--- src/hw/rtl/pslm_pkg.sv ---
// ----------------------------------------------------------------------------
// pslm_pkg
// shared types and constants for the per-source sequence loss monitor
// ----------------------------------------------------------------------------
package pslm_pkg;

    localparam int NODE_W    = 6;
    localparam int SEQ_W     = 32;
    localparam int CNT_W     = 32;
    localparam int SUM_W     = CNT_W + 1;
    localparam int FRAC_W    = 17;
    localparam int DIV_STEPS = FRAC_W;
    localparam int DIV_CNT_W = 5;

    localparam logic MODE_DATA   = 1'b0;
    localparam logic MODE_REPORT = 1'b1;

    // one table row per source
    typedef struct packed {
        logic [SEQ_W-1:0] expected;
        logic [CNT_W-1:0] lost;
        logic [CNT_W-1:0] received;
    } pslm_entry_t;

    typedef enum logic [2:0] {
        ST_CLEAR,
        ST_IDLE,
        ST_READ,
        ST_DIV,
        ST_EMIT
    } pslm_state_t;

    // divider status towards the controller
    typedef struct packed {
        logic busy;
        logic done;
    } pslm_div_stat_t;

endpackage

--- src/hw/rtl/pslm_div.sv ---
// ----------------------------------------------------------------------------
// pslm_div
// restoring divider, one quotient bit per cycle: floor(lost * 2^16 / sum)
// ----------------------------------------------------------------------------
module pslm_div (
    input  logic                             clk,
    input  logic                             rst_n,
    input  logic                             start,
    input  logic [pslm_pkg::CNT_W-1:0]       lost,
    input  logic [pslm_pkg::SUM_W-1:0]       sum,
    output pslm_pkg::pslm_div_stat_t         stat,
    output logic [pslm_pkg::FRAC_W-1:0]      quotient
);

    localparam int CW  = pslm_pkg::DIV_CNT_W;
    localparam int DW  = pslm_pkg::SUM_W;
    localparam int RW  = DW + 1;
    localparam int QW  = pslm_pkg::FRAC_W;

    logic          busy_reg, busy_next;
    logic [CW-1:0] cnt_reg, cnt_next;
    logic [RW-1:0] rem_reg, rem_next;
    logic [DW-1:0] div_reg, div_next;
    logic [QW-1:0] q_reg, q_next;
    logic          last;
    logic          ge;
    logic [RW-1:0] rem_sub;

    always_ff @(posedge clk or negedge rst_n)
    begin
        if (!rst_n)
        begin
            busy_reg <= 1'b0;
            cnt_reg  <= '0;
        end
        else
        begin
            busy_reg <= busy_next;
            cnt_reg  <= cnt_next;
        end
    end

    always_ff @(posedge clk)
    begin
        rem_reg <= rem_next;
        div_reg <= div_next;
        q_reg   <= q_next;
    end

    assign last = busy_reg && (cnt_reg == CW'(pslm_pkg::DIV_STEPS - 1));

    always_comb
    begin
        ge        = (rem_reg >= {1'b0, div_reg});
        rem_sub   = ge ? (rem_reg - {1'b0, div_reg}) : rem_reg;
        busy_next = busy_reg;
        cnt_next  = cnt_reg;
        rem_next  = rem_reg;
        div_next  = div_reg;
        q_next    = q_reg;
        if (start)
        begin
            busy_next = 1'b1;
            cnt_next  = '0;
            rem_next  = {2'b00, lost};
            div_next  = sum;
            q_next    = '0;
        end
        else if (busy_reg)
        begin
            // remainder stays below the divisor, so one shift keeps it in range
            rem_next = {rem_sub[RW-2:0], 1'b0};
            q_next   = {q_reg[QW-2:0], ge};
            cnt_next = cnt_reg + CW'(1);
            if (last)
            begin
                busy_next = 1'b0;
            end
        end
    end

    assign stat.busy = busy_reg;
    assign stat.done = last;
    assign quotient  = q_reg;

endmodule

--- config.mk ---
export PLATFORM = sky130hd
export DESIGN_NAME = pslm_div
export DESIGN_NICKNAME = d
export VERILOG_FILES = /design/src/hw/rtl/pslm_pkg.sv /design/src/hw/rtl/pslm_div.sv
export SDC_FILE = /design/constraint.sdc
export NUM_CORES = 1
export LEC_CHECK = 0
export ABC_AREA = 1
export CAP_MARGIN = 0
export CORE_UTILIZATION = 45
export DETAILED_ROUTE_END_ITERATION = 8
export DONT_BUFFER_PORTS = 1
export GPL_ROUTABILITY_DRIVEN = 0
export HOLD_SLACK_MARGIN = 0.1
export MAX_ROUTING_LAYER = met4
export PLACE_DENSITY = 0.71
export SETUP_SLACK_MARGIN = 0.4
export SLEW_MARGIN = 20
export SYNTH_ARGS = -nofsm -noshare
export SYNTH_HDL_FRONTEND = slang
export SYNTH_SLANG_ARGS = --single-unit
--- constraint.sdc ---
create_clock -name clk -period 7.5 [get_ports clk]
set_input_delay 0.375 -clock clk [delete_from_list [all_inputs] [get_ports clk]]
set_output_delay 0.375 -clock clk [all_outputs]
set_load 0.05 [all_outputs]
==> results summary <==
The run finished with clean final reports. The count of cells along the worst hold path is 0. The setup slack of the most critical reg-to-reg path is 4.73 ns. The async set-or-reset flop fraction in the synthesized netlist is 0.0667.

In the synthesized netlist the dominant register cell turns out to be edfxtp_1. The final number of max-transition violations is 0. The count of max-cap constraint violations is 0.

The fraction of the mapped netlist area in compound gates is 0.0954. The arrival time of the worst setup path is 2.89 ns. The area taken by multi-input logic gates came out at 0.00294 sq mm.

Yosys mapped a number of flops with a built-in enable equal to 65. The count of TritonRoute iterations in the first routing pass is 5. The filler cells instantiated in the layout total 1304. The number of buffers and inverters on the critical path came out at 2. The global-route met2 utilization came out at 0.320.

The first global-routing pass estimated 23.2 mm of wire. The detailed-route wire length per cell came out at 13.7 microns. The fraction of final layout cells with drive strength greater than 1 is 0.0625. The overall power after layout is 2540 uW. The signal on the critical path passes through inv_1 > ha_1 > inv_1 > fa_1 > nand3_1 > nand3_2 > nand2_1 > nand2_2 > nand3_2 > nand2_4 > or2_2 > nand3_1 > nand2_1. The sequential cell area in the final layout is 0.00248 sq mm.

The number of flip-flops in the largest register is 34. The leftover overflow at the end of global routing came out at 0. The biggest area contributor in the post-synthesis netlist is edfxtp_1. The width of the die is 118 microns. The post-synthesis share of cell area spent on and, or, nand and nor gates is 0.291. The die height came out at 118 microns. The number of core rows came out at 42. The gate count after technology mapping is 823. The synthesis-to-finish area growth came out at 11.1%. The met3 track demand over resource is 0.0372. In this run the number of cells on the critical path is 13. The peak-usage layer in the global routing report is met2. The endpoint type of the worst setup path is a register. The number of antenna diodes came out at 0. Measured against the total synthesized area, the mux share comes to 0. TritonCTS built the clock tree.

The clock sink count came out at 90. Entering global routing, the biggest net connects 74 pins. The worst register-to-register path ends at rem_reg[31].

The root buffer cell chosen for the clock tree is clkbuf_16. The area fraction of the dominant cell type after synthesis came out at 0.321. The headroom to the max-slew limit came out at 0.383.

The CTS H-tree depth came out at 3. The number of primary I/O pins came out at 87. The setup violation total in the final timing report is 0. Buffers placed on the I/O ports in this run total 0. The clock buffer count from CTS came out at 9.

The met1 layer usage reported by global route is 0.300. In the post-synthesis netlist, the biggest area contributors are edfxtp_1 32%, nand2_1 16%, inv_1 8.7%. The placed instances occupy a cell area of 0.00620 sq mm. The via count of the first global-routing pass is 4830. The clock-pin transition on the worst setup and hold timing paths came out at 0.06 ns. The worst voltage drop across the vdd grid came out at 0.204 mV. The initial antenna violation count came to 0.

The worst-case clock buffer depth came out at 2. The detailed router finished its first iteration with 326 violations. The wire-length estimate of the detail-placed layout is 10.3 mm. The number of synthesis warnings is 0. The adder and majority gate portion of the synthesized area is 0.0754. The final standard cell area without fillers came out at 0.00675 sq mm.

The core outline area came out at 0.0132 sq mm. The area of the die came out at 0.0140 sq mm. The required time at the endpoint of the critical path is 7.61 ns.

The combinational family with the most area after synthesis is simple AND/OR/NAND/NOR gates. The path with the worst hold slack has its endpoint at div_reg[27]. Counting cells, the worst reg-to-reg path comes to 13. The number of distinct library cells after synthesis came out at 40.

The delay contributed by the slowest stage of the critical path came out at 0.43 ns. The count of nets left with antenna violations once routing finished came out at 0. The sequential-to-total area share from yosys stat came out at 0.409. The total number of vias came out at 5109. The final-report hold violation count was 0. After the last flow step, the layout net total stands at 947.

Before CTS, the worst setup slack after placement is 4.72 ns. Once the clock tree was built, the setup fixing pass inserted 0 buffers. The maximum clock skew at final layout is 0.0107 ns. The final critical-path setup slack came out at 4.73 ns.

The smallest clock period supported by the final layout is computed as 2.77 ns. The nature of the critical path startpoint is a register. The transition time at the pin with the least slew margin is 0.922 ns. The worst register-to-register path begins at rem_reg[0]. The areal power density over the cells came out at 376 mW/mm^2.

The area of the mapped netlist is 0.00607 sq mm. Across all hold checks on the routed design, the worst slack comes to 0.113 ns. After detailed routing, the number of remaining DRC violations is 0. Dividing the detail-routed via count by the number of cells gives 4.99.

The later-pin clock latency in the skew report is 0.36 ns. The class of the most critical setup path is register to register. The average size of a mapped cell came out at 7.38 sq um.

The final worst-path cycle share came out at 0.370. The post-synthesis xor/xnor area fraction came out at 0.0231. The initial standard-cell utilization of the core is 0.460. The register bit total from synthesis is 90.

The worst hold path begins at sum[27]. Setup repair after global routing left no endpoint under its margin. The synthesized netlist net count is 927. In this run the worst hold path is classified as primary input to register.

The leakage power summed over all cells came out at 0.00322 uW. The maximum fanout count along the critical path came out at 63. The upper clock frequency limit is 361 MHz. The master of the slowest instance on the critical path is or2_2. The total routed wirelength came out at 14.0 mm. Across every metal layer, demand over resource in global routing totals 0.218. The cell family contributing the most delay on the critical path is simple AND/OR/NAND/NOR gates. The sum of negative setup slack is 0 ns.
==> report_power, final <==
group	switching, uW	internal [uW]	total (uW)	leakage [uW]
Clock	209	230	439	0.000142
Combinational	862	493	1350	0.00218
Sequential	76.5	668	745	0.000900
Total	1150	1390	2540	0.00322
==> cell usage in the layout, fill, tap and decap left out, types with 6 or more instances in the layout <==
cell type      Yosys  routed
nor3_1             8       8
edfxtp_1          65      65
dfrtp_1            6       6
o21ai_1           13      13
a21oi_1           34      34
o21ai_0           20      20
ha_1              35      35
o211ai_1           8       8
xnor2_1           14      14
o21bai_1           6       6
or2_1             10      10
nand2_2            7       7
nand2_1          263     263
nor2_2            10      10
dfxtp_1           19      19
inv_1            140     139
nor2_1            54      54
inv_2              6       7
clkbuf_16          0       9
nand4_1            6       6
dlygate4sd3_1      0      26
o22ai_1           14      14
nand3_1           47      47
==> per-layer routing <==
| metal | wire, microns | up-vias |
|---|---|---|
| li1 | - | 2670 |
| met1 | 6810 | 2280 |
| met2 | 6130 | 134 |
| met3 | 726 | 25 |
| met4 | 312 | 0 |
| met5 | 0 | - |
==> cells by family (layout without fill, tap and decap cells) <==
group,count (synthesis),in the layout
AND/OR/NAND/NOR,416,416
buffers and inverters,164,189
AO/OA/AOI/OAI,101,101
flip-flops,90,90
adder cells (fa/ha/maj),36,36
XOR/XNOR,16,16
==> final cells by class <==
type	count	area share
Clock buffer	9	0.0334
Clock inverter	7	0.00890
Inverter	146	0.0812
Timing Repair Buffer	27	0.0397
Multi-Input combinational cell	569	0.436
Sequential cell	90	0.368
Tap cell	176	0.0326
==> cell usage after synthesis (7+ instances only) <==
| library cell | number |
|---|---|
| or2_1 | 10 |
| edfxtp_1 | 65 |
| o22ai_1 | 14 |
| xnor2_1 | 14 |
| nor2_2 | 10 |
| o21ai_0 | 20 |
| nand2_1 | 263 |
| dfxtp_1 | 19 |
| nand2_2 | 7 |
| ha_1 | 35 |
| o211ai_1 | 8 |
| o21ai_1 | 13 |
| inv_1 | 140 |
| nor2_1 | 54 |
| nand3_1 | 47 |
| nor3_1 | 8 |
| a21oi_1 | 34 |
==> metrics by stage <==
step / cells / utilization
global route: 1024 / 0.512
detailed placement: 982 / 0.470
global placement: 982 / 0.470
CTS: 1010 / 0.501
finish: 1024 / 0.512
floorplan: 823 / -
==> repair_timing <==
action / in CTS / in global routing
hold buffers: 12 / 14
endpoints found under the hold margin: 17 / 14
resized for setup: 0 / 0
==> how the worst max path moves through the flow <==
| stage | start | to |
|---|---|---|
| after floorplan | busy_reg | rem_reg[0] |
| after global placement | rem_reg[0] | rem_reg[3] |
| after detailed placement | rem_reg[0] | rem_reg[3] |
| after CTS | rem_reg[0] | rem_reg[3] |
| after global routing | rem_reg[0] | rem_reg[31] |
| final | rem_reg[0] | rem_reg[31] |
No activity file was read; power rests on OpenSTA's default activity.
